## config.mk

```make
export PLATFORM = sky130hd
export DESIGN_NAME = chfc_cell
export DESIGN_NICKNAME = d
export VERILOG_FILES = /design/src/hw/rtl/chfc_pkg.sv /design/src/hw/rtl/chfc_cell.sv
export SDC_FILE = /design/constraint.sdc
export NUM_CORES = 1
export LEC_CHECK = 0
export ABC_CLOCK_PERIOD_IN_PS = 6400
export BUFFER_PORTS_ARGS = -buffer_cell sky130_fd_sc_hd__buf_4
export CAP_MARGIN = 25
export CORE_AREA = 3 3 141 245
export CTS_CLUSTER_SIZE = 30
export DETAILED_ROUTE_END_ITERATION = 16
export DIE_AREA = 0 0 144 248
export PLACE_DENSITY_LB_ADDON = 0.25
export SKIP_LAST_GASP = 1
export SYNTH_ARGS = -nofsm -noshare
export SYNTH_HDL_FRONTEND = slang
export SYNTH_SLANG_ARGS = --single-unit
```

## constraint.sdc

```tcl
create_clock -name clk -period 6.4 [get_ports clk]
set_input_delay 0.32 -clock clk [delete_from_list [all_inputs] [get_ports clk]]
set_output_delay 0.32 -clock clk [all_outputs]
set_load 0.1 [all_outputs]
```

## src/hw/rtl/chfc_pkg.sv

```systemverilog
`timescale 1ns / 1ps
// Shared types, widths, constants and the arctangent table of the compass heading block.
package chfc_pkg;

  // Field widths.
  localparam int RAW_W   = 17;
  localparam int FIELD_W = 18;
  localparam int DECL_W  = 16;
  localparam int HEAD_W  = 16;
  localparam int CFG_W   = 17;
  localparam int CFG_IDX_W = 2;

  // Rotation stages. The table holds at most TABLE_LEN entries.
  localparam int CORDIC_STAGES = 16;
  localparam int TABLE_LEN     = 24;
  localparam int NUM_STAGES    = (CORDIC_STAGES < TABLE_LEN) ? CORDIC_STAGES : TABLE_LEN;
  localparam int STAGE_IDX_W   = $clog2(TABLE_LEN);

  // Fixed-point formats: vector scaled by 2^PRESCALE, angle in 1/256 of 0.01 degree.
  localparam int PRESCALE  = 16;
  localparam int ANG_FRAC  = 8;
  localparam int XY_W      = FIELD_W + PRESCALE + 3;
  localparam int Z_W       = 25;
  localparam int ATAN_W    = 21;
  localparam int FULL_TURN = 36000;

  localparam logic signed [Z_W-1:0] FULL_Z = Z_W'(FULL_TURN * (1 << ANG_FRAC));
  localparam logic signed [Z_W-1:0] HALF_Z = Z_W'((FULL_TURN / 2) * (1 << ANG_FRAC));

  // Register indexes of the configuration port.
  localparam logic [CFG_IDX_W-1:0] REG_OFFSET_X    = 2'd0;
  localparam logic [CFG_IDX_W-1:0] REG_OFFSET_Y    = 2'd1;
  localparam logic [CFG_IDX_W-1:0] REG_DECLINATION = 2'd2;

  localparam logic signed [DECL_W-1:0] DECL_RESET = 16'sd538;

  // Data carried along the rotation chain.
  typedef struct packed {
    logic signed [XY_W-1:0]    x;
    logic signed [XY_W-1:0]    y;
    logic signed [Z_W-1:0]     z;
    logic                      zero;
    logic signed [FIELD_W-1:0] fx;
    logic signed [FIELD_W-1:0] fy;
  } cord_t;

  // round(atan(2^-i) in degrees * 100 * 256).
  function automatic logic [ATAN_W-1:0] atan_entry(input logic [STAGE_IDX_W-1:0] idx);
    logic [ATAN_W-1:0] t;
    unique case (idx)
      5'd0:    t = 21'd1152000;
      5'd1:    t = 21'd680065;
      5'd2:    t = 21'd359328;
      5'd3:    t = 21'd182400;
      5'd4:    t = 21'd91554;
      5'd5:    t = 21'd45822;
      5'd6:    t = 21'd22916;
      5'd7:    t = 21'd11459;
      5'd8:    t = 21'd5730;
      5'd9:    t = 21'd2865;
      5'd10:   t = 21'd1432;
      5'd11:   t = 21'd716;
      5'd12:   t = 21'd358;
      5'd13:   t = 21'd179;
      5'd14:   t = 21'd90;
      5'd15:   t = 21'd45;
      5'd16:   t = 21'd22;
      5'd17:   t = 21'd11;
      5'd18:   t = 21'd6;
      5'd19:   t = 21'd3;
      5'd20:   t = 21'd1;
      5'd21:   t = 21'd1;
      default: t = '0;
    endcase
    return t;
  endfunction

endpackage

```

## src/hw/rtl/chfc_cell.sv

```systemverilog
`timescale 1ns / 1ps
// One vectoring rotation cell of the chain, with its own register and handshake.
module chfc_cell import chfc_pkg::*; (
  input  logic                   clk,
  input  logic                   rst,
  input  logic [STAGE_IDX_W-1:0] stage,
  input  logic                   up_valid,
  output logic                   up_ready,
  input  cord_t                  up_data,
  output logic                   dn_valid,
  input  logic                   dn_ready,
  output cord_t                  dn_data
);

  logic signed [XY_W-1:0] xs;
  logic signed [XY_W-1:0] ys;
  logic signed [Z_W-1:0]  t;
  logic                   y_pos;
  cord_t                  nxt;

  assign up_ready = !dn_valid || dn_ready;

  // Rotate towards the x axis; both updates use the old x and y.
  always_comb begin
    xs    = up_data.x >>> stage;
    ys    = up_data.y >>> stage;
    t     = signed'(Z_W'(atan_entry(stage)));
    y_pos = !up_data.y[XY_W-1] && (up_data.y != '0);
    nxt   = up_data;
    if (y_pos) begin
      nxt.x = up_data.x + ys;
      nxt.y = up_data.y - xs;
      nxt.z = up_data.z + t;
    end else begin
      nxt.x = up_data.x - ys;
      nxt.y = up_data.y + xs;
      nxt.z = up_data.z - t;
    end
  end

  always_ff @(posedge clk) begin
    if (rst) begin
      dn_valid <= 1'b0;
    end else if (up_ready) begin
      dn_valid <= up_valid;
    end
    if (up_ready && up_valid) begin
      dn_data <= nxt;
    end
  end

endmodule

```

Yosys cells after proc, flatten, opt, wreduce, memory -nomap -nowiden --
Memories as Yosys holds them, arrays and structs flattened. Cells that the tools add are included.
Cells by class: muxes and demuxes 1, shifts and indexed selects 2, bitwise gates (word level) 0, reduce and logical (&&, ||, !) cells 6, multiply operators 0, divide/modulo/power cells 0, $add $sub $neg 6, equal/unequal tests 0, $lt $le $gt $ge 0
Operator list (number):
- 99-bit 2-to-1 mux | 1
- 37-bit adder | 2
- 37-bit by 5-bit >>> shifter with 37-bit output | 2
- 37-bit subtractor | 2
- 37-bit nonzero test | 1
- 25-bit by 22-bit adder with 25-bit output | 1
- 25-bit by 22-bit subtractor with 25-bit output | 1
- 1-bit logical AND | 2
- 1-bit zero test | 2
- 1-bit logical OR | 1
Storage, ports and cells: logic and storage cells 23, bits in latches 0, bits of input ports 145, ROM bits 672, output and inout bits 138, memory bits (writable) 0, memories 1, bits in registers 137
Memory list:
- (name not given) | words 32, bits a word 21, read ports 1, clocked after memory_dff 0, write ports 0, line chfc_pkg.sv:50 | unique case (idx)

Depth between registers and ports, before layout --
word-level depth 3, mapped depth 28

Least setup slack after synthesis --
Ideal clock, no wire load.
kind input -> register, start point input port stage[0], end point register dn_data[94] (netlist name) (data pin), required time 6.130 ns, cell stages on the path 24, path buffers 5, slack -0.157 ns, arrival 6.287 ns, cell sequence buf_6 buf_2 buf_6 buf_6 buf_2 mux4_2 mux2_2 mux2_2 mux2i_1 ha_1 nor4bb_1 and2_1 a21oi_1 xor2_1 ha_1 a21oi_1 o21ai_0 a2111oi_0 o21bai_1 a221oi_1 o31ai_1 a2111oi_0 nor3_1 or3b_2
RTL lines:
- start: declaration | line chfc_cell.sv:6 | input logic [STAGE_IDX_W-1:0] stage,
- end signal: assignment | line chfc_cell.sv:48 | dn_data <= nxt;
- end: declaration | line chfc_cell.sv:12 | output cord_t dn_data

==> impl_metrics.toml <==
[run_status]
status = "complete, no violations"

[pwr]
power_density_nw_per_um2 = 278
power.total_uw = 6090
peakVddDrop_mv = 0.226
p_leak_uw = 0.00932

[drt]
vias = 18300
via_per_inst = 6.76
drc = 0
detail-route-antenna-nets = 0
dr.pass1.iters = 6
routed_wl_um = 73100
drtIter0Drc = 2091
wl_per_cell_um = 27.0

[placement]
post-dp-hpwl_um = 58000
dp_cells = 2669
post_dp_cell_area_um2 = 21400
port_buffers = 282
gpl.final_weighted_congestion = 1.09

[sta]
finalCriticalPeriod_ps = 6140
fmax_mhz = 163
setup_tns_ps = 0
finalSetupViolCount = 0
final-hold-violation-count = 0
rsz0062_at_grt = "false"
worstMarginPinSlew_ps = 1040
fin_worst_skew_ps = 16.1
relSlewSlack_pct = 30.6
min_period_over_period_pct = 95.9
fin_hold_ws_ps = 24.9
slew_violations = 0

[logic_synthesis]
syn_nets = 2080
syn_inst = 1824
ys_seq_area_share_pct = 23.9
synth_area_per_cell_um2 = 9.41
yosys-top-cells-area = "edfxtp_1 24%, mux4_2 12%, ha_1 7.9%, xnor2_1 5.4%, mux2i_1 4.2%"
yosys.area.top_type = "edfxtp_1"
synth_async_sr_flop_share_pct = 0
yosys.cell_types.count = 90
synth-main-ff-cell = "edfxtp_1"
synthTopCellsByCount = "140 x a21oi_1, 140 x nand2_1, 136 x edfxtp_1"
yosys_warnings = 0
ys_ff_latch = 137
syn_area_um2 = 17200
synth_edf_count = 136
synth_top_cell_area_share_pct = 23.8

[clocking]
cts.sinks = 137
htree_num_levels = 4
clockBufferDepth = 2
cts_hold_buf = 0
clk_pin_slew_worst_paths_ps = 70
cts-buffers-inserted = 17
clock_latency_ps = 470
cts_setup_buffers = 0
cts_tree = "yes"
ctsResizeCount = 0
cts_root_buf = "clkbuf_16"

[floorplan]
core_um2 = 32900
dieHeight_um = 248
initial_core_util_pct = 52.1
num_rows = 88
die-area_um2 = 35700
pin_count = 283
die_width_um = 144

[global_route]
grt.total_usage_pct = 40.0
grt_pass1_vias = 18300
grt_pass1_wl_um = 108000
antenna_found_initial = 3
overflow = 0
grt_max_degree = 77

[finish]
area_delta_synth_final_pct = 27.9
final_nets = 2539
final_area_um2 = 22000
instances_no_fill = 2703
drive_above_1_share_pct = 33.0

[critical_path]
crit_required_ps = 6610
setup.worst_path.end_class = "flip-flop"
cp.arrival_ps = 6350
worstSetupStartpointType = "primary input"
path_max_fanout = 32
crit_type = "in -> reg"

[flow_run]
cap_violations = 0

[min_path]
hold_class = "in -> reg"
## worst max-delay path, stage by stage
cell,delay [ps]
buf_6,210
buf_12,260
buf_4,250
mux2_2,390
mux2i_1,180
o22ai_1,120
a2111oi_0,600
buf_4,230
and3_1,180
and3_1,280
buf_4,160
and2_1,190
nor2_1,70
xnor2_1,200
ha_1,280
a2111oi_0,480
o2bb2ai_1,180
o31ai_1,140
a211oi_1,300
o21ai_0,220
buf_4,210
a31oi_1,300
nand3_1,150
a41o_1,280
xnor2_1,130
## flip-flops by register name, summed over array words and instances (netlist names)
| register | count |
|---|---|
| dn_data | 136 |
| dn_valid | 1 |
## cell type report
type	instances	area (µm²)
tap	405	507
sequential	137	4100
multi-input combinational	1539	12500
clock inverter	15	133
inverter	46	173
clock buffer	17	425
fill	2667	11000
antenna	2	5.00
timing repair buffer	542	4150
## kinds of logic after synthesis
group,synth area share (%)
compound gates,20.3
xor+xnor,8.47
fa+ha+maj,8.22
buf+inv,3.69
flops,23.9
mux,20.5
simple gates,14.9
## report_power, final
| group | internal (µW) | switching, µW |
|---|---|---|
| registers | 1240 | 47.8 |
| logic | 1270 | 2550 |
| clock network | 509 | 483 |
## per-layer routing
layer  vias to the layer above  track usage, %  part of all wire, %
met1                      8625            42.2                   33
met3                       387            7.27                  8.0
li1                       8002               -                    -
met2                      1261            67.1                   49
met5                         -               0                0.018
met4                         2            35.1                   11
## metrics by stage
step,worst slack [ps],utilization (%)
2_1_floorplan,52.4,-
3_3_place_gp,-168,65.0
3_5_place_dp,-110,65.0
4_1_cts,352,66.7
5_1_grt,14.4,66.7
6_report,260,66.7
## final timing paths
| kind | slack (ps) | from | depth (start not counted) | end |
|---|---|---|---|---|
| max | 260 | stage[0] | 25 | dn_data[135] |
| min | 20 | up_data[9] | 1 | dn_data[9] |
| max reg2reg | 4000 | dn_valid | 3 | dn_data[134] |
| min reg2reg | 560 | dn_valid | 2 | dn_valid |
## cell usage in the layout (no fill, tap or decap), drive strengths merged, types with 26 or more instances in the layout
cell and n:
nand3 32, a21oi 140, edfxtp 136, a31oi 28, ha 108, mux4 97
buf 542, nor3 39, nand2 141, xor2 61, and2 26, nor2 132
mux2 53, mux2i 72, a21o 42, o21ai 94, inv 52, xnor2 105
nand2b 26
Power figures use the tool's default switching activity.
