--- src/hw/rtl/chfc_pkg.sv ---
`timescale 1ns / 1ps
// Shared types, widths, constants and the arctangent table of the compass heading block.
package chfc_pkg;

  // Field widths.
  localparam int RAW_W   = 17;
  localparam int FIELD_W = 18;
  localparam int DECL_W  = 16;
  localparam int HEAD_W  = 16;
  localparam int CFG_W   = 17;
  localparam int CFG_IDX_W = 2;

  // Rotation stages. The table holds at most TABLE_LEN entries.
  localparam int CORDIC_STAGES = 16;
  localparam int TABLE_LEN     = 24;
  localparam int NUM_STAGES    = (CORDIC_STAGES < TABLE_LEN) ? CORDIC_STAGES : TABLE_LEN;
  localparam int STAGE_IDX_W   = $clog2(TABLE_LEN);

  // Fixed-point formats: vector scaled by 2^PRESCALE, angle in 1/256 of 0.01 degree.
  localparam int PRESCALE  = 16;
  localparam int ANG_FRAC  = 8;
  localparam int XY_W      = FIELD_W + PRESCALE + 3;
  localparam int Z_W       = 25;
  localparam int ATAN_W    = 21;
  localparam int FULL_TURN = 36000;

  localparam logic signed [Z_W-1:0] FULL_Z = Z_W'(FULL_TURN * (1 << ANG_FRAC));
  localparam logic signed [Z_W-1:0] HALF_Z = Z_W'((FULL_TURN / 2) * (1 << ANG_FRAC));

  // Register indexes of the configuration port.
  localparam logic [CFG_IDX_W-1:0] REG_OFFSET_X    = 2'd0;
  localparam logic [CFG_IDX_W-1:0] REG_OFFSET_Y    = 2'd1;
  localparam logic [CFG_IDX_W-1:0] REG_DECLINATION = 2'd2;

  localparam logic signed [DECL_W-1:0] DECL_RESET = 16'sd538;

  // Data carried along the rotation chain.
  typedef struct packed {
    logic signed [XY_W-1:0]    x;
    logic signed [XY_W-1:0]    y;
    logic signed [Z_W-1:0]     z;
    logic                      zero;
    logic signed [FIELD_W-1:0] fx;
    logic signed [FIELD_W-1:0] fy;
  } cord_t;

  // round(atan(2^-i) in degrees * 100 * 256).
  function automatic logic [ATAN_W-1:0] atan_entry(input logic [STAGE_IDX_W-1:0] idx);
    logic [ATAN_W-1:0] t;
    unique case (idx)
      5'd0:    t = 21'd1152000;
      5'd1:    t = 21'd680065;
      5'd2:    t = 21'd359328;
      5'd3:    t = 21'd182400;
      5'd4:    t = 21'd91554;
      5'd5:    t = 21'd45822;
      5'd6:    t = 21'd22916;
      5'd7:    t = 21'd11459;
      5'd8:    t = 21'd5730;
      5'd9:    t = 21'd2865;
      5'd10:   t = 21'd1432;
      5'd11:   t = 21'd716;
      5'd12:   t = 21'd358;
      5'd13:   t = 21'd179;
      5'd14:   t = 21'd90;
      5'd15:   t = 21'd45;
      5'd16:   t = 21'd22;
      5'd17:   t = 21'd11;
      5'd18:   t = 21'd6;
      5'd19:   t = 21'd3;
      5'd20:   t = 21'd1;
      5'd21:   t = 21'd1;
      default: t = '0;
    endcase
    return t;
  endfunction

endpackage

--- src/hw/rtl/chfc_in_if.sv ---
`timescale 1ns / 1ps
// Sample channel: valid/ready handshake carrying one raw horizontal field sample.
interface chfc_in_if import chfc_pkg::*; ();
  logic                    valid;
  logic                    ready;
  logic signed [RAW_W-1:0] raw_x;
  logic signed [RAW_W-1:0] raw_y;

  modport source (output valid, output raw_x, output raw_y, input ready);
  modport sink   (input valid, input raw_x, input raw_y, output ready);
endinterface

--- src/hw/rtl/chfc_front.sv ---
`timescale 1ns / 1ps
// Front end: hard-iron correction and the half-plane pre-rotation of the vector.
module chfc_front import chfc_pkg::*; (
  input  logic                    clk,
  input  logic                    rst,
  chfc_in_if.sink                 sample,
  input  logic signed [RAW_W-1:0] offset_x,
  input  logic signed [RAW_W-1:0] offset_y,
  output logic                    dn_valid,
  input  logic                    dn_ready,
  output cord_t                   dn_data
);

  logic                      va;
  logic                      ra;
  logic signed [FIELD_W-1:0] fx;
  logic signed [FIELD_W-1:0] fy;
  logic                      rb;
  logic signed [XY_W-1:0]    px;
  logic signed [XY_W-1:0]    py;
  cord_t                     pre;

  assign ra           = !va || rb;
  assign rb           = !dn_valid || dn_ready;
  assign sample.ready = ra;

  // First stage: subtract the offsets; the 18-bit difference always fits.
  always_ff @(posedge clk) begin
    if (rst) begin
      va <= 1'b0;
    end else if (ra) begin
      va <= sample.valid;
    end
    if (ra && sample.valid) begin
      fx <= FIELD_W'(sample.raw_x) - FIELD_W'(offset_x);
      fy <= FIELD_W'(sample.raw_y) - FIELD_W'(offset_y);
    end
  end

  // Scale up and fold the left half-plane onto the right, starting the angle at 180 degrees.
  always_comb begin
    px       = XY_W'(fx) <<< PRESCALE;
    py       = XY_W'(fy) <<< PRESCALE;
    pre.zero = (fx == '0) && (fy == '0);
    pre.fx   = fx;
    pre.fy   = fy;
    if (fx < 0) begin
      pre.x = -px;
      pre.y = -py;
      pre.z = HALF_Z;
    end else begin
      pre.x = px;
      pre.y = py;
      pre.z = '0;
    end
  end

  // Second stage register.
  always_ff @(posedge clk) begin
    if (rst) begin
      dn_valid <= 1'b0;
    end else if (rb) begin
      dn_valid <= va;
    end
    if (rb && va) begin
      dn_data <= pre;
    end
  end

endmodule

--- src/flat_wrapper.sv ---
// flat-port wrapper written by rule: the top's interface ports become plain ports
module chfc_front_flat import chfc_pkg::*;
  (clk, rst, offset_x, offset_y, dn_valid, dn_ready, dn_data, sample_valid, sample_raw_x, sample_raw_y, sample_ready);
  chfc_in_if sample_i ();
  input  logic clk;
  input  logic rst;
  input  logic signed [RAW_W-1:0] offset_x;
  input  logic signed [RAW_W-1:0] offset_y;
  output logic dn_valid;
  input  logic dn_ready;
  output cord_t dn_data;
  input wire logic [$bits(sample_i.valid)-1:0] sample_valid;
  input wire logic [$bits(sample_i.raw_x)-1:0] sample_raw_x;
  input wire logic [$bits(sample_i.raw_y)-1:0] sample_raw_y;
  output wire logic [$bits(sample_i.ready)-1:0] sample_ready;
  assign sample_i.valid = sample_valid;
  assign sample_i.raw_x = sample_raw_x;
  assign sample_i.raw_y = sample_raw_y;
  assign sample_ready = sample_i.ready;
  chfc_front u_core (.clk(clk), .rst(rst), .sample(sample_i), .offset_x(offset_x), .offset_y(offset_y), .dn_valid(dn_valid), .dn_ready(dn_ready), .dn_data(dn_data));
endmodule
--- config.mk ---
export PLATFORM = sky130hd
export DESIGN_NAME = chfc_front_flat
export DESIGN_NICKNAME = d
export VERILOG_FILES = /design/src/hw/rtl/chfc_pkg.sv /design/src/hw/rtl/chfc_in_if.sv /design/src/hw/rtl/chfc_front.sv /design/src/flat_wrapper.sv
export SDC_FILE = /design/constraint.sdc
export NUM_CORES = 1
export LEC_CHECK = 0
export ABC_AREA = 1
export BUFFER_PORTS_ARGS = -buffer_cell sky130_fd_sc_hd__buf_2
export CORE_MARGIN = 4
export CORE_UTILIZATION = 34
export CTS_CLUSTER_SIZE = 24
export DETAILED_ROUTE_END_ITERATION = 6
export PLACE_DENSITY = 0.6
export RECOVER_POWER = 100
export SYNTH_ARGS = -nofsm -noshare
export SYNTH_HDL_FRONTEND = slang
export SYNTH_SLANG_ARGS = --single-unit
--- constraint.sdc ---
create_clock -name clk -period 6.74 [get_ports clk]
set_input_delay 0.674 -clock clk [delete_from_list [all_inputs] [get_ports clk]]
set_output_delay 0.674 -clock clk [all_outputs]
set_load 0.005 [all_outputs]
# After elaboration in Yosys (flattened, before gate mapping)

Index checks and enable logic that the tools add are counted.

Output and inout bits: 138
Input port bits: 72
Word-level logic and storage cells: 27
Flip-flop bits (word level): 174

Muxes and demuxes: 1
Reductions and logical operators: 9
Add/subtract/negate cells: 4
Magnitude comparators: 1

Operator list:

| kind                                                | count |
|---|---|
| 2-to-1 mux 99 bit                                   | 1 |
| negation 34 -> 37 bit                               | 2 |
| zero test 18 bit                                    | 2 |
| subtractor 17 x 17 -> 18 bit                        | 2 |
| < comparator 18 x 1 -> 1 bit, second input constant | 1 |
| logical AND 1 bit                                   | 3 |
| zero test 1 bit                                     | 2 |
| logical OR 1 bit                                    | 2 |

# Longest topological paths before layout

Depth after elaboration: 4
Depth in mapped cells: 12
Mapped depth without buffers: 12

# Worst setup path before layout

OpenSTA, ideal clock, no wires.

Path kind: input-to-reg
Start: in dn_ready
End: reg, netlist name u_core.dn_data[0]
Data required time: 6.203 ns
Buffers on the path: 0
Slack: 1.757 ns
Data arrival time: 4.445 ns
Cell stages on the path: 2
Setup time: 0.537 ns
Path through: inv_1 > a21oi_1

Cells in the longest elaborated chain, start to end: 2

Ends and longest elaborated chain:

| item               | line               | text |
|---|---|---|
| start: declaration | flat_wrapper.sv:10 | `input logic dn_ready;` |
| logical OR 1 bit   | chfc_front.sv:24   | `assign rb = !dn_valid \|\| dn_ready;` |
| logical AND 1 bit  | chfc_front.sv:65   | `if (rb && va) begin` |

No other way between the ends.
A chain may end at the register's enable or synchronous reset.

# Worst setup path in the final report

Start: in dn_ready
End: reg, netlist name u_core.dn_data[2]

Cells in the longest elaborated chain, start to end: 2

Ends and longest elaborated chain:

| item              | line |
|---|---|
| logical OR 1 bit  | chfc_front.sv:24 |
| logical AND 1 bit | chfc_front.sv:65 |

No other way between the ends.

==> metrics.md <==
| Metric | Value |
|---|---|
| Status | `finished with violations` |
| Failing checks | `max-capacitance violations, max-slew violations` |
| Post-CTS sizing | `0` |
| Worst Path Required | `6.66 ns` |
| I/O pins | `210` |
| CTS tree | `done` |
| Hpwl dp | `11900 um` |
| Total chip power | `0.00213 W` |
| Router iterations before antenna repair | `5` |
| Drt total wl | `14900 um` |
| Lkg Pwr | `3.95 nW` |
| Final number of hold-violating endpoints | `0` |
| Row cnt | `52` |
| Final setup viols | `0` |
| Synth Cell Area | `6960 um^2` |
| Unrepaired setup endpoints after global routing | `false` |
| MaxCap Viol Count | `2` |
| Synth top area share | `0.488` |
| DIE AREA | `22800 um^2` |
| Seq/Total Area, Yosys | `0.494` |
| Final #Nets | `1061` |
| Setup TNS | `0 ns` |
| Worst-margin pin slew | `3.97 ns` |
| Max VDD drop | `0.149 mV` |
| Ant diodes | `0` |
| Pwr dens | `256 nW/um^2` |
| CP endpoint kind | `flip-flop` |
| Chip Width | `151 um` |
| Grt met3 use | `0.0293` |
| Worst Hold Class | `in2reg` |
| Critical path buffers and inverters | `3` |
| Slew Viols, Final | `115` |
| First-pass GRT wire length | `23400 um` |
| Rel. slew slack | `-1.65` |
| Flops & latches, synth | `115` |
| CP arrival | `3.78 ns` |
| Final instance count without filler cells | `1233` |
| Clock Sink Count | `115` |
| Synth cell types | `31` |
| Dpl cells | `1202` |
| CTS Buf Count | `17` |
| Postcts setup bufs | `0` |
| Gr usage total | `0.132` |
| Port bufs | `157` |
| Drt drc | `0` |
| Die Span Y | `151 um` |
| Gp weighted congestion | `0.845` |
| Crit path max-delay family | `buffers and inverters` |
| Clk_lat worst skew | `0.41 ns` |
| Area grow syn2layout | `19.6%` |
| F_max | `0.259 GHz` |
| Util after Layout | `0.412` |
| Post-route ant nets | `0` |
| Syn Area/Cell | `8.91 um^2` |
| Vias/cell | `4.27` |
| Critical-path top delay cell | `clkbuf_1` |
| CP Class | `in2reg` |
| Setup Skew | `0.00872 ns` |
| Clock transition at path regs | `0.05 ns` |
| Largest stage delay on the critical path | `2.77 ns` |
| Routing usage on met1 | `0.192` |
| WL/cell | `12.1 um` |
| Post-synth ARST share | `0` |
| Met2 global-route usage | `0.196` |
| Root Driver | `clkbuf_16` |
| Final period util | `0.572` |
| DR iter-0 viols | `233` |
| Max Buffers Root-to-Sink | `2` |
| Layout cells sized above 1 | `0.154` |
| Tmin final | `3.86 ns` |
| Gr busiest metal | `met2` |
| Gr ovfl total | `0` |
| Worst Slack Setup Final | `2.88 ns` |
| Pin count of the biggest net entering global routing | `78` |
| Prevailing post-synth register cell | `edfxtp_1` |
| Maximum fanout along the worst path | `77` |
| Post-synth EDFFs | `113` |
| Initial Util | `0.345` |
| H-tree depth | `4` |
| Area contributors post-synth | `edfxtp_1 49%, nand2_1 11%, ha_1 6.5%` |
| Worst setup SP type | `primary input` |
| Synth warn | `0` |
| # hold bufs at CTS | `0` |
| Pre-CTS WS | `4.39 ns` |
| Vias | `5259` |
| Core box area | `20200 um^2` |
| Crit-path cells | `buf_2 -> inv_1 -> a21oi_4 -> clkbuf_1` |
| Initial antenna violation count | `0` |
| Post-Synthesis Cells | `781` |
| Vias in the first global route | `4761` |
| Area leader, netlist | `edfxtp_1` |
[metrics by stage]
step                instance area [um^2]  hold WS (ns)
CTS                                 8400         0.408
detailed placement                  7850         0.446
floorplan                           7160         0.426
finish                              8320         0.429
global route                        8320         0.415
global placement                    7850         0.435
[cell usage in the layout, fill, tap and decap left out, types with 36 or more instances in the layout]
cell,instances
nand2_1,195
inv_1,121
edfxtp_1,113
buf_2,105
nor2_1,70
conb_1,55
clkbuf_1,55
nand3_1,50
xor2_1,38
ha_1,36
[per-layer routing]
metal / routed length [um] / vias to the layer above
li1: - / 2740
met1: 7250 / 2348
met5: 0 / -
met2: 6510 / 163
met3: 942 / 8
met4: 157 / 0
[cell type report]
class | count | area (um^2)
fill | 2051 | 11900
sequential | 115 | 3430
multi-input combinational | 536 | 2810
timing repair buffer | 160 | 732
inverter | 121 | 454
clock buffer | 18 | 429
tap | 270 | 338
clock inverter | 13 | 119
[sequential cells by signal (all words and copies together), names as in the netlist]
register,count
u_core.va,1
u_core.fx,18
u_core.dn_valid,1
u_core.fy,18
u_core.dn_data,77
[kinds of logic after synthesis]
group / count (synthesis) / share of synthesized area
compound gates: 53 / 0.0398
xor+xnor: 43 / 0.0541
fa+ha+maj: 38 / 0.0705
buf+inv: 184 / 0.132
flops: 115 / 0.494
other cells: 1 / 0.000539
simple gates: 347 / 0.210
[synth_stat cells, types with 5 or more instances]
| master | number |
|---|---|
| nand2_1 | 195 |
| inv_1 | 120 |
| edfxtp_1 | 113 |
| nor2_1 | 70 |
| buf_4 | 59 |
| nand3_1 | 48 |
| xor2_1 | 38 |
| ha_1 | 36 |
| a21oi_1 | 32 |
| o21ai_0 | 14 |
| nor3_1 | 9 |
| nor2_2 | 7 |
| and2_1 | 6 |
| nand2_2 | 5 |
| xnor2_1 | 5 |
[worst reg2reg max path, cell delays in order (launching register included)]
cell and delay [ns]:
dfxtp_1 0.33, inv_1 0.08, a21oi_4 0.10, clkbuf_1 2.77
[worst paths after layout]
| path | from | endpoint | cells after the start | slack (ns) |
|---|---|---|---|---|
| setup / recovery | dn_ready | u_core.dn_data[2]$_DFFE_PP_ | 4 | 2.88 |
| hold / removal | rst | u_core.va$_SDFFE_PP0N_ | 2 | 0.43 |
| setup reg to reg | u_core.va$_SDFFE_PP0N_ | u_core.dn_data[2]$_DFFE_PP_ | 3 | 2.90 |
| hold reg to reg | u_core.fx[0]$_DFFE_PP_ | u_core.dn_data[18]$_DFFE_PP_ | 0 | 0.45 |
[power by group]
group | total (W) | internal [W] | switching [W] | leakage, nW
clock network | 0.000826 | 0.000532 | 0.000295 | 0.264
logic | 0.000365 | 0.000135 | 0.000229 | 2.59
registers | 0.000937 | 0.000891 | 0.0000465 | 1.09
total | 0.00213 | 0.00156 | 0.000571 | 3.95
No activity file was read; power rests on OpenSTA's default activity.
