<file path="config.mk">
export PLATFORM = sky130hd
export DESIGN_NAME = chfc_back_flat
export DESIGN_NICKNAME = d
export VERILOG_FILES = /design/src/hw/rtl/chfc_pkg.sv /design/src/hw/rtl/chfc_out_if.sv /design/src/hw/rtl/chfc_back.sv /design/src/flat_wrapper.sv
export SDC_FILE = /design/constraint.sdc
export NUM_CORES = 1
export LEC_CHECK = 0
export BUFFER_PORTS_ARGS = -buffer_cell sky130_fd_sc_hd__buf_4
export CORE_MARGIN = 5
export CORE_UTILIZATION = 30
export DETAILED_ROUTE_END_ITERATION = 8
export PLACE_DENSITY_LB_ADDON = 0.12
export SETUP_SLACK_MARGIN = 0.2
export SLEW_MARGIN = 25
export SYNTH_ARGS = -nofsm -noshare
export SYNTH_HDL_FRONTEND = slang
export SYNTH_SLANG_ARGS = --single-unit
</file>
<file path="constraint.sdc">
create_clock -name clk -period 13.3 [get_ports clk]
set_input_delay 1.995 -clock clk [delete_from_list [all_inputs] [get_ports clk]]
set_output_delay 1.995 -clock clk [all_outputs]
set_load 0.02 [all_outputs]
</file>
<file path="src/hw/rtl/chfc_pkg.sv">
`timescale 1ns / 1ps
// Shared types, widths, constants and the arctangent table of the compass heading block.
package chfc_pkg;

  // Field widths.
  localparam int RAW_W   = 17;
  localparam int FIELD_W = 18;
  localparam int DECL_W  = 16;
  localparam int HEAD_W  = 16;
  localparam int CFG_W   = 17;
  localparam int CFG_IDX_W = 2;

  // Rotation stages. The table holds at most TABLE_LEN entries.
  localparam int CORDIC_STAGES = 16;
  localparam int TABLE_LEN     = 24;
  localparam int NUM_STAGES    = (CORDIC_STAGES < TABLE_LEN) ? CORDIC_STAGES : TABLE_LEN;
  localparam int STAGE_IDX_W   = $clog2(TABLE_LEN);

  // Fixed-point formats: vector scaled by 2^PRESCALE, angle in 1/256 of 0.01 degree.
  localparam int PRESCALE  = 16;
  localparam int ANG_FRAC  = 8;
  localparam int XY_W      = FIELD_W + PRESCALE + 3;
  localparam int Z_W       = 25;
  localparam int ATAN_W    = 21;
  localparam int FULL_TURN = 36000;

  localparam logic signed [Z_W-1:0] FULL_Z = Z_W'(FULL_TURN * (1 << ANG_FRAC));
  localparam logic signed [Z_W-1:0] HALF_Z = Z_W'((FULL_TURN / 2) * (1 << ANG_FRAC));

  // Register indexes of the configuration port.
  localparam logic [CFG_IDX_W-1:0] REG_OFFSET_X    = 2'd0;
  localparam logic [CFG_IDX_W-1:0] REG_OFFSET_Y    = 2'd1;
  localparam logic [CFG_IDX_W-1:0] REG_DECLINATION = 2'd2;

  localparam logic signed [DECL_W-1:0] DECL_RESET = 16'sd538;

  // Data carried along the rotation chain.
  typedef struct packed {
    logic signed [XY_W-1:0]    x;
    logic signed [XY_W-1:0]    y;
    logic signed [Z_W-1:0]     z;
    logic                      zero;
    logic signed [FIELD_W-1:0] fx;
    logic signed [FIELD_W-1:0] fy;
  } cord_t;

  // round(atan(2^-i) in degrees * 100 * 256).
  function automatic logic [ATAN_W-1:0] atan_entry(input logic [STAGE_IDX_W-1:0] idx);
    logic [ATAN_W-1:0] t;
    unique case (idx)
      5'd0:    t = 21'd1152000;
      5'd1:    t = 21'd680065;
      5'd2:    t = 21'd359328;
      5'd3:    t = 21'd182400;
      5'd4:    t = 21'd91554;
      5'd5:    t = 21'd45822;
      5'd6:    t = 21'd22916;
      5'd7:    t = 21'd11459;
      5'd8:    t = 21'd5730;
      5'd9:    t = 21'd2865;
      5'd10:   t = 21'd1432;
      5'd11:   t = 21'd716;
      5'd12:   t = 21'd358;
      5'd13:   t = 21'd179;
      5'd14:   t = 21'd90;
      5'd15:   t = 21'd45;
      5'd16:   t = 21'd22;
      5'd17:   t = 21'd11;
      5'd18:   t = 21'd6;
      5'd19:   t = 21'd3;
      5'd20:   t = 21'd1;
      5'd21:   t = 21'd1;
      default: t = '0;
    endcase
    return t;
  endfunction

endpackage

</file>
<file path="src/hw/rtl/chfc_out_if.sv">
`timescale 1ns / 1ps
// Result channel: valid/ready handshake carrying headings and corrected field.
interface chfc_out_if import chfc_pkg::*; ();
  logic                      valid;
  logic                      ready;
  logic        [HEAD_W-1:0]  heading_magnetic;
  logic        [HEAD_W-1:0]  heading_geo;
  logic signed [FIELD_W-1:0] field_x;
  logic signed [FIELD_W-1:0] field_y;

  modport source (output valid, output heading_magnetic, output heading_geo,
                  output field_x, output field_y, input ready);
  modport sink   (input valid, input heading_magnetic, input heading_geo,
                  input field_x, input field_y, output ready);
endinterface

</file>
<file path="src/hw/rtl/chfc_back.sv">
`timescale 1ns / 1ps
// Back end: angle wrap, rounding to 0.01 degree, declination and the output register.
module chfc_back import chfc_pkg::*; (
  input  logic                     clk,
  input  logic                     rst,
  input  logic                     up_valid,
  output logic                     up_ready,
  input  cord_t                    up_data,
  input  logic signed [DECL_W-1:0] declination,
  chfc_out_if.source               result
);

  localparam logic [Z_W-1:0] ROUND_HALF = Z_W'(1 << (ANG_FRAC - 1));
  localparam int             HR_W       = Z_W - ANG_FRAC;

  logic                      v1;
  logic                      v2;
  logic                      r2;
  logic                      r3;
  logic [Z_W-2:0]            zp;
  logic                      zero1;
  logic signed [FIELD_W-1:0] fx1;
  logic signed [FIELD_W-1:0] fy1;
  logic [HEAD_W-1:0]         hm;
  logic signed [FIELD_W-1:0] fx2;
  logic signed [FIELD_W-1:0] fy2;
  logic signed [Z_W-1:0]     zw;
  logic [Z_W-1:0]            zr;
  logic [HR_W-1:0]           hr;
  logic [HR_W-1:0]           hw;
  logic signed [HEAD_W+1:0]  sum;
  logic signed [HEAD_W+1:0]  tw;

  assign up_ready     = !v1 || r2;
  assign r2           = !v2 || r3;
  assign r3           = !result.valid || result.ready;

  // Bring a negative angle into the positive turn.
  assign zw = (up_data.z < 0) ? up_data.z + FULL_Z : up_data.z;

  always_ff @(posedge clk) begin
    if (rst) begin
      v1 <= 1'b0;
    end else if (up_ready) begin
      v1 <= up_valid;
    end
    if (up_ready && up_valid) begin
      zp    <= zw[Z_W-2:0];
      zero1 <= up_data.zero;
      fx1   <= up_data.fx;
      fy1   <= up_data.fy;
    end
  end

  // Round to hundredths; a full turn reads as zero, and so does a zero vector.
  always_comb begin
    zr = {1'b0, zp} + ROUND_HALF;
    hr = zr[Z_W-1:ANG_FRAC];
    hw = (hr >= HR_W'(FULL_TURN)) ? hr - HR_W'(FULL_TURN) : hr;
  end

  always_ff @(posedge clk) begin
    if (rst) begin
      v2 <= 1'b0;
    end else if (r2) begin
      v2 <= v1;
    end
    if (r2 && v1) begin
      hm  <= zero1 ? '0 : hw[HEAD_W-1:0];
      fx2 <= fx1;
      fy2 <= fy1;
    end
  end

  // Add the declination; the sum lies within one turn either side of the range.
  always_comb begin
    sum = signed'({2'b00, hm}) + (HEAD_W + 2)'(declination);
    priority if (sum < 0) begin
      tw = sum + (HEAD_W + 2)'(FULL_TURN);
    end else if (sum >= (HEAD_W + 2)'(FULL_TURN)) begin
      tw = sum - (HEAD_W + 2)'(FULL_TURN);
    end else begin
      tw = sum;
    end
  end

  // Output register.
  always_ff @(posedge clk) begin
    if (rst) begin
      result.valid <= 1'b0;
    end else if (r3) begin
      result.valid <= v2;
    end
    if (r3 && v2) begin
      result.heading_magnetic <= hm;
      result.heading_geo      <= tw[HEAD_W-1:0];
      result.field_x          <= fx2;
      result.field_y          <= fy2;
    end
  end

endmodule

</file>
<file path="src/flat_wrapper.sv">
// flat-port wrapper written by rule: the top's interface ports become plain ports
module chfc_back_flat import chfc_pkg::*;
  (clk, rst, up_valid, up_ready, up_data, declination, result_valid, result_heading_magnetic, result_heading_geo, result_field_x, result_field_y, result_ready);
  chfc_out_if result_i ();
  input  logic clk;
  input  logic rst;
  input  logic up_valid;
  output logic up_ready;
  input  cord_t up_data;
  input  logic signed [DECL_W-1:0] declination;
  output wire logic [$bits(result_i.valid)-1:0] result_valid;
  output wire logic [$bits(result_i.heading_magnetic)-1:0] result_heading_magnetic;
  output wire logic [$bits(result_i.heading_geo)-1:0] result_heading_geo;
  output wire logic [$bits(result_i.field_x)-1:0] result_field_x;
  output wire logic [$bits(result_i.field_y)-1:0] result_field_y;
  input wire logic [$bits(result_i.ready)-1:0] result_ready;
  assign result_valid = result_i.valid;
  assign result_heading_magnetic = result_i.heading_magnetic;
  assign result_heading_geo = result_i.heading_geo;
  assign result_field_x = result_i.field_x;
  assign result_field_y = result_i.field_y;
  assign result_i.ready = result_ready;
  chfc_back u_core (.clk(clk), .rst(rst), .up_valid(up_valid), .up_ready(up_ready), .up_data(up_data), .declination(declination), .result(result_i));
endmodule
</file>
; ---- Yosys cells after proc, flatten, opt, wreduce, memory -nomap -nowiden
; Cells that the tools add are included.
; Widths: inputs -> output; s select.
[totals]
output_inout_bits = 70
wordCells = 37
inputBits = 156
register_bits = 184
[op_classes]
n_addsub = 6
magnitude_cmp = 4
reduce_logical = 9
muxes = 4
[op_table]
columns = cell, n
row1 = $mux 16, 3
row2 = $sub 16x16->16 const B, 2
row3 = $add 24x8->25 const B, 1
row4 = $lt 25x1->1 const B, 1
row5 = $add 24x24->24 const B, 1
row6 = $mux 24, 1
row7 = $add 17x16->18, 1
row8 = $ge 18x17->1 const B, 1
row9 = $lt 18x1->1 const B, 1
row10 = $ge 17x16->1 const B, 1
row11 = $add 16x16->16 const B, 1
row12 = $logic_and 1x1->1, 3
row13 = $logic_not 1->1, 3
row14 = $logic_or 1x1->1, 3

; ---- Longest topological paths before layout
; Gate-level depths: netlist of the first run.
[logic_depth]
word_depth = 5
ltp_mapped = 14
depth_no_buf = 13

; ---- Least setup slack after synthesis of the first run
; Ideal clock, no wire load.
[synth_path]
path_kind = in2reg
from = input result_ready
to = register u_core.fx2[0] (enable)
setup_slack_ns = 6.867
setup_time_ns = 0.541
arrival_ns = 5.892
required_ns = 12.759
n_path_buf = 0
cell_stages = 2
cell_sequence = nor2b_1 -> a21boi_0
[synth_between]
elab_chain_cells = 3
[synth_lines]
columns = item, line_no
row1 = start: declaration, flat_wrapper.sv:16  ; input wire logic [$bits(result_i.ready)-1:0] result_ready;
row2 = $logic_or 1x1->1, chfc_back.sv:36  ; assign r3 = !result.valid || result.ready;
row3 = $logic_or 1x1->1, chfc_back.sv:35  ; assign r2 = !v2 || r3;
row4 = $logic_and 1x1->1, chfc_back.sv:68  ; if (r2 && v1) begin
row5 = end signal: assignment, chfc_back.sv:70  ; fx2 <= fx1;
row6 = end: declaration, chfc_back.sv:25  ; logic signed [FIELD_W-1:0] fx2;
; Every way passes these cells.
; A chain may end at the register's enable or synchronous reset.

; ---- Worst setup path after layout of the first run
[layout_path]
from = input result_ready
to = output up_ready
[layout_between]
elab_chain_cells = 3
[layout_lines]
columns = item, line_no
row1 = $logic_or 1x1->1, chfc_back.sv:36
row2 = $logic_or 1x1->1, chfc_back.sv:35
row3 = $logic_or 1x1->1, chfc_back.sv:34  ; assign up_ready = !v1 || r2;
row4 = end: declaration, flat_wrapper.sv:8  ; output logic up_ready;
; Every way passes these cells.

==> flow_summary.ini, run 1 <==
[power]
power.density_nw_per_um2 = 143
combPwrFrac = 0.157
p_sw_frac = 0.274
power.share.clock = 0.359
p_seq_frac = 0.484
cellLeakagePower_nw = 3.57
p_sw_mw = 0.383
irDropWorstVdd_v = 0.0000601
internal-power_mw = 1.01

[sta]
fmax_ghz = 0.196
max_slew_margin = 0.402
timing.final.ws_setup_ps = 8200
setup_viol = 0
period_share = 0.384
rsz0062_at_grt = false
slew_violations = 0
holdWs_ps = 418
max_slew.worst_pin.slew_ps = 890
finalSetupTns_ps = 0
clock_skew_ps = 15.9
period_needed_ps = 5100
finalHoldViolCount = 0

[critical_path]
cp_top_family = simple AND/OR/NAND/NOR gates
crit_path_end_kind = output pin
cp.required_ps = 11310
crit_type = primary input to output pin
cp_num_buf_inv = 2
cp_cell_sequence = buf_4 -> nor2b_1 -> nand3_1 -> buf_4
critPathMaxStageDelay_ps = 590
cp-startpoint = result_ready
cp_slowest_cell = nor2b_1
critPathLaunchType = primary input
cpMostUsedCell = buf_4
cp.arrival_ps = 3110
r2r_start = u_core.zp[7]
crit_fanout = 6

[clock_network]
cts-root-buf = clkbuf_16
cts_inserted_buffers = 17
post_cts_resized = 0
h-tree-depth = 4
post_cts_buffers = 0
tritoncts = done
clk_pin_slew_worst_paths_ps = 70
clockBufferDepth = 2
hold_buffers = 0
cts_sinks = 177
clk_latency_ps = 430

[yosys]
synth_area_um2 = 7650
postSynthNetCount = 688
synth-xor-area-share = 0.0616
synth_fa_ha_area_frac = 0.0386
syn_inst = 509
synth_warnings = 0
ys.flop_type = edfxtp_1
yosysSeqAreaShare = 0.691
synthSimpleGateAreaFrac = 0.0906
synth_compound_area_frac = 0.102
syn_avg_cell_area_um2 = 15.0
synth-edff-count = 174
synth-async-reset-ratio = 0
synthMuxAreaShare = 0.00687
ys_ff_latch = 177
synth_cell_types = 70
synth_top_family_by_area = compound AO/OA/AOI/OAI gates

[detailed_routing]
first_iter_violations = 199
dr.pass1.iters = 5
vias = 4593
drc = 0
wl_um = 15800
ant_nets = 0
via_per_inst = 4.56
routedWlPerCell_um = 15.7

[die]
design.core.area_um2 = 25200
die_x_um = 170
rows = 58
die_y_um = 170
die-area_um2 = 28800
start_util = 0.304
io_pins = 226

[global_route]
antenna_found_initial = 0
met1_usage = 0.130
met2_usage = 0.188
use_met3 = 0.0235
grt_max_degree = 69
grt_pass1_vias = 4587
grt_util_all_layers = 0.108
grt_pass1_wl_um = 24400
overflow = 0
grt_busiest_layer = met2

[layout]
nets = 843
drive_gt1_frac = 0.295
syn2layout_area_growth_pct = 27.6
n_antenna_cell = 0

[placement]
hpwlAfterDp_um = 11800
portBuffers = 144
preCtsSetupSlack_ps = 7820
place.gp.congestion = 0.837

[worst_hold_path]
min_path_type = flop to flop
hold_path.startpoint = u_core.fy2[13]

[status]
outcome = complete, no violations

[flow_run]
cap_violations = 0
[metal layers]
layer,share of wire,vias to the layer above,wire [um]
li1,-,2285,-
met1,0.42,2193,6650
met2,0.52,96,8210
met3,0.036,19,574
met4,0.023,0,364
met5,0,-,0
[kinds of logic (layout without fill, tap and decap cells)]
| kind of cell | count (synthesis) | in the layout |
|---|---|---|
| compound gates | 99 | 99 |
| mux | 5 | 5 |
| simple gates | 134 | 134 |
| buf+inv | 18 | 186 |
| fa+ha+maj | 23 | 23 |
| flops | 177 | 177 |
| xor+xnor | 53 | 53 |
[area by class of cell]
class / instances / area, um2
fillers: 2382 / 15400
flip-flops and latches: 177 / 5290
multi-input cells: 314 / 2320
repair buffers: 147 / 1100
clock buffers: 17 / 425
well taps: 330 / 413
clock inverters: 15 / 185
inverters: 7 / 26.3
[cell usage in the layout (no fill, tap or decap), types with 7 or more instances in the layout]
| master | n |
|---|---|
| clkbuf_16 | 17 |
| a21o_1 | 8 |
| xnor2_1 | 38 |
| edfxtp_1 | 174 |
| buf_4 | 147 |
| o21ai_0 | 12 |
| nor2_1 | 31 |
| inv_1 | 7 |
| nor3_1 | 10 |
| nand3_1 | 16 |
| ha_1 | 22 |
| xor2_1 | 14 |
| a21oi_1 | 15 |
| nand2_1 | 30 |
[worst paths after layout]
path                                                  end  slack, ps  cells past startpoint
worst max-delay path                             up_ready       8200                      4
worst min-delay path            u_core.result.field_y[13]        420                      0
worst max register to register               u_core.hm[6]       9410                     13
worst min register to register  u_core.result.field_y[13]        420                      0
[registers in the layout, summed over array words and instances, names as in the netlist, 17 cells and up]
signal	flops
u_core.result.field_y	18
u_core.fx1	18
u_core.result.field_x	18
u_core.fx2	18
u_core.fy1	18
u_core.zp	17
u_core.fy2	18
[synth_stat cells, drive strengths merged (3+ instances only)]
library cell  count  area (um2)
o22ai             3        18.8
o21ai            15        75.1
o21ba             3        30.0
a31oi             3        18.8
xnor2            38         333
ha               22         275
o21a              3        22.5
nor3b             4        30.0
edfxtp          174        5230
a21o              8        60.1
a21oi            15        75.1
a32oi             3        26.3
nand2b            3        18.8
o21bai            6        56.3
a2111oi           3        45.1
o211ai            5        37.5
nand2            30         113
clkbuf            5        18.8
dfxtp             3        60.1
nor2             32         123
nor3             11        60.1
a21boi            3        22.5
or3               5        31.3
and3              7        48.8
mux2i             3        30.0
inv               7        26.3
nand3            16        80.1
nor2b             5        31.3
xor2             15         139
and4              3        26.3
nand4             6        37.5
nand3b            3        22.5
buf               6        32.5
[through the flow]
stage	instance area (um2)	instances	utilization	total power [mW]
detailed placement	9150	975	0.363	0.912
finish	9760	1007	0.388	1.40
global placement	9150	975	0.363	0.906
CTS	9760	1007	0.388	1.42
global route	9760	1007	0.388	1.47
floorplan	7650	509	-	0.844
[power by group through the flow]
stage / Sequential, mW / Clock (mW) / Combinational, mW
floorplan: 0.695 / 0 / 0.149
global placement: 0.688 / 0 / 0.218
detailed placement: 0.690 / 0 / 0.222
CTS: 0.677 / 0.522 / 0.223
global route: 0.681 / 0.548 / 0.243
finish: 0.677 / 0.501 / 0.220
(Power assumes the default switching activity.)
==> run 2, diff against run 1 <==
==> constraint.sdc (replaced) <==
create_clock -name clk -period 4.8 [get_ports clk]
set_input_delay 0.72 -clock clk [delete_from_list [all_inputs] [get_ports clk]]
set_output_delay 0.72 -clock clk [all_outputs]
set_load 0.02 [all_outputs]
==> run 2 against run 1 <==
First-iteration DRC count up 27%; flip-flop and latch count unchanged; critical endpoint is now u_core.hm[6]; critical path type is now flop to flop; wire length grew 0.38%; setup slack worse by 7200 ps; final cell count is essentially flat; sequential share of layout area rose by 0.15 points; clock-buffer cell count increased by 1; highest routed layer unchanged.
==> flow_summary.ini, run 2 (same netlist as run 1, synthesis figures left out) <==
[status]
outcome = complete, no violations

[sta]
max_slew.worst_pin.slew_ps = 890
slew_violations = 0
fmax_ghz = 0.263
period_share = 0.792
period_needed_ps = 3800
setup_viol = 0
finalHoldViolCount = 0
rsz0062_at_grt = false
finalSetupTns_ps = 0
clock_skew_ps = 20.5
max_slew_margin = 0.402

[global_route]
grt_pass1_wl_um = 24700
grt_pass1_vias = 4681
grt_max_degree = 69
overflow = 0
antenna_found_initial = 0
grt_util_all_layers = 0.109

[clock_network]
cts-root-buf = clkbuf_16
h-tree-depth = 4
tritoncts = done
cts_sinks = 177
cts_inserted_buffers = 17
hold_buffers = 0
clockBufferDepth = 2
post_cts_resized = 0
post_cts_buffers = 0
clk_latency_ps = 430
clk_pin_slew_worst_paths_ps = 80

[detailed_routing]
routedWlPerCell_um = 15.7
dr.pass1.iters = 4
ant_nets = 0
vias = 4580
via_per_inst = 4.54
drc = 0
wl_um = 15900
first_iter_violations = 252

[placement]
portBuffers = 144
placed_area_um2 = 9160
place.gp.congestion = 0.848
hpwlAfterDp_um = 11700

[layout]
fill_cells = 2382
drive_gt1_frac = 0.295
final_cell_mix = 174 x edfxtp_1, 148 x buf_4, 38 x xnor2_1, 31 x nor2_1, 30 x nand2_1
mostFrequentLayoutCell = edfxtp_1
n_antenna_cell = 0
finalInstanceArea_um2 = 9740
nets = 844
syn2layout_area_growth_pct = 27.2

[die]
die-area_um2 = 28800
die_x_um = 170
rows = 58
design.core.area_um2 = 25200
start_util = 0.304
die_y_um = 170
io_pins = 226

[power]
irDropWorstVdd_v = 0.000198
cellLeakagePower_nw = 3.56
power.density_nw_per_um2 = 393

[critical_path]
crit_path_end_kind = flop
crit_type = flop to flop
critPathLaunchType = flop
cp.required_ps = 5080
cp.arrival_ps = 4090
crit_fanout = 7

[worst_hold_path]
min_path_type = flop to flop

[flow_run]
cap_violations = 0
[run 2: worst paths after layout]
| kind | from | endpoint | slack (ps) | cells after the start |
|---|---|---|---|---|
| worst max-delay path | u_core.zp[7] | u_core.hm[6] | 1000 | 13 |
| worst min-delay path | u_core.fy1[15] | u_core.fy2[15] | 420 | 0 |
| worst max register to register | u_core.zp[7] | u_core.hm[6] | 1000 | 13 |
| worst min register to register | u_core.fy1[15] | u_core.fy2[15] | 420 | 0 |
[run 2: power breakdown]
part           switching, mW  internal [mW]  leakage [nW]
clock network          0.640          0.694         0.270
logic                  0.337          0.277          1.63
registers             0.0477           1.83          1.66
total                   1.03           2.80          3.56
[run 2: critical path: stages, from the launching register on]
cell and delay, ps:
edfxtp_1 450, ha_1 290, and3_1 260, nand3_1 110, xor2_1 270, ha_1 250, o21ba_2 170, o31ai_1 300
a32oi_1 230, a211o_1 330, a22o_1 260, nor2_1 270, mux2_2 370, nor2_1 80
[run 2: metal layers]
metal | up-vias | global-route usage | wire, um
met3 | 26 | 0.0266 | 649
met5 | - | 0 | 0
met2 | 119 | 0.187 | 8090
li1 | 2282 | - | -
met1 | 2153 | 0.131 | 6710
met4 | 0 | 0.0459 | 418
[run 2: through the flow]
| stage | hold slack (ps) | util | worst slack [ps] | std cells | total power [mW] |
|---|---|---|---|---|---|
| CTS | 416 | 0.387 | 944 | 1008 | 3.89 |
| global placement | 401 | 0.364 | 615 | 976 | 2.51 |
| global route | 422 | 0.387 | 692 | 1008 | 4.03 |
| floorplan | 400 | - | 465 | 509 | 2.34 |
| detailed placement | 405 | 0.364 | 601 | 976 | 2.53 |
| finish | 417 | 0.387 | 998 | 1008 | 3.82 |
[run 2: area by class of cell]
class / instances / area (um2) / share of cell area
clock buffers: 18 / 429 / 0.0441
clock inverters: 14 / 148 / 0.0152
inverters: 7 / 26.3 / 0.00270
multi-input cells: 314 / 2320 / 0.239
flip-flops and latches: 177 / 5290 / 0.543
well taps: 330 / 413 / 0.0424
repair buffers: 148 / 1110 / 0.114
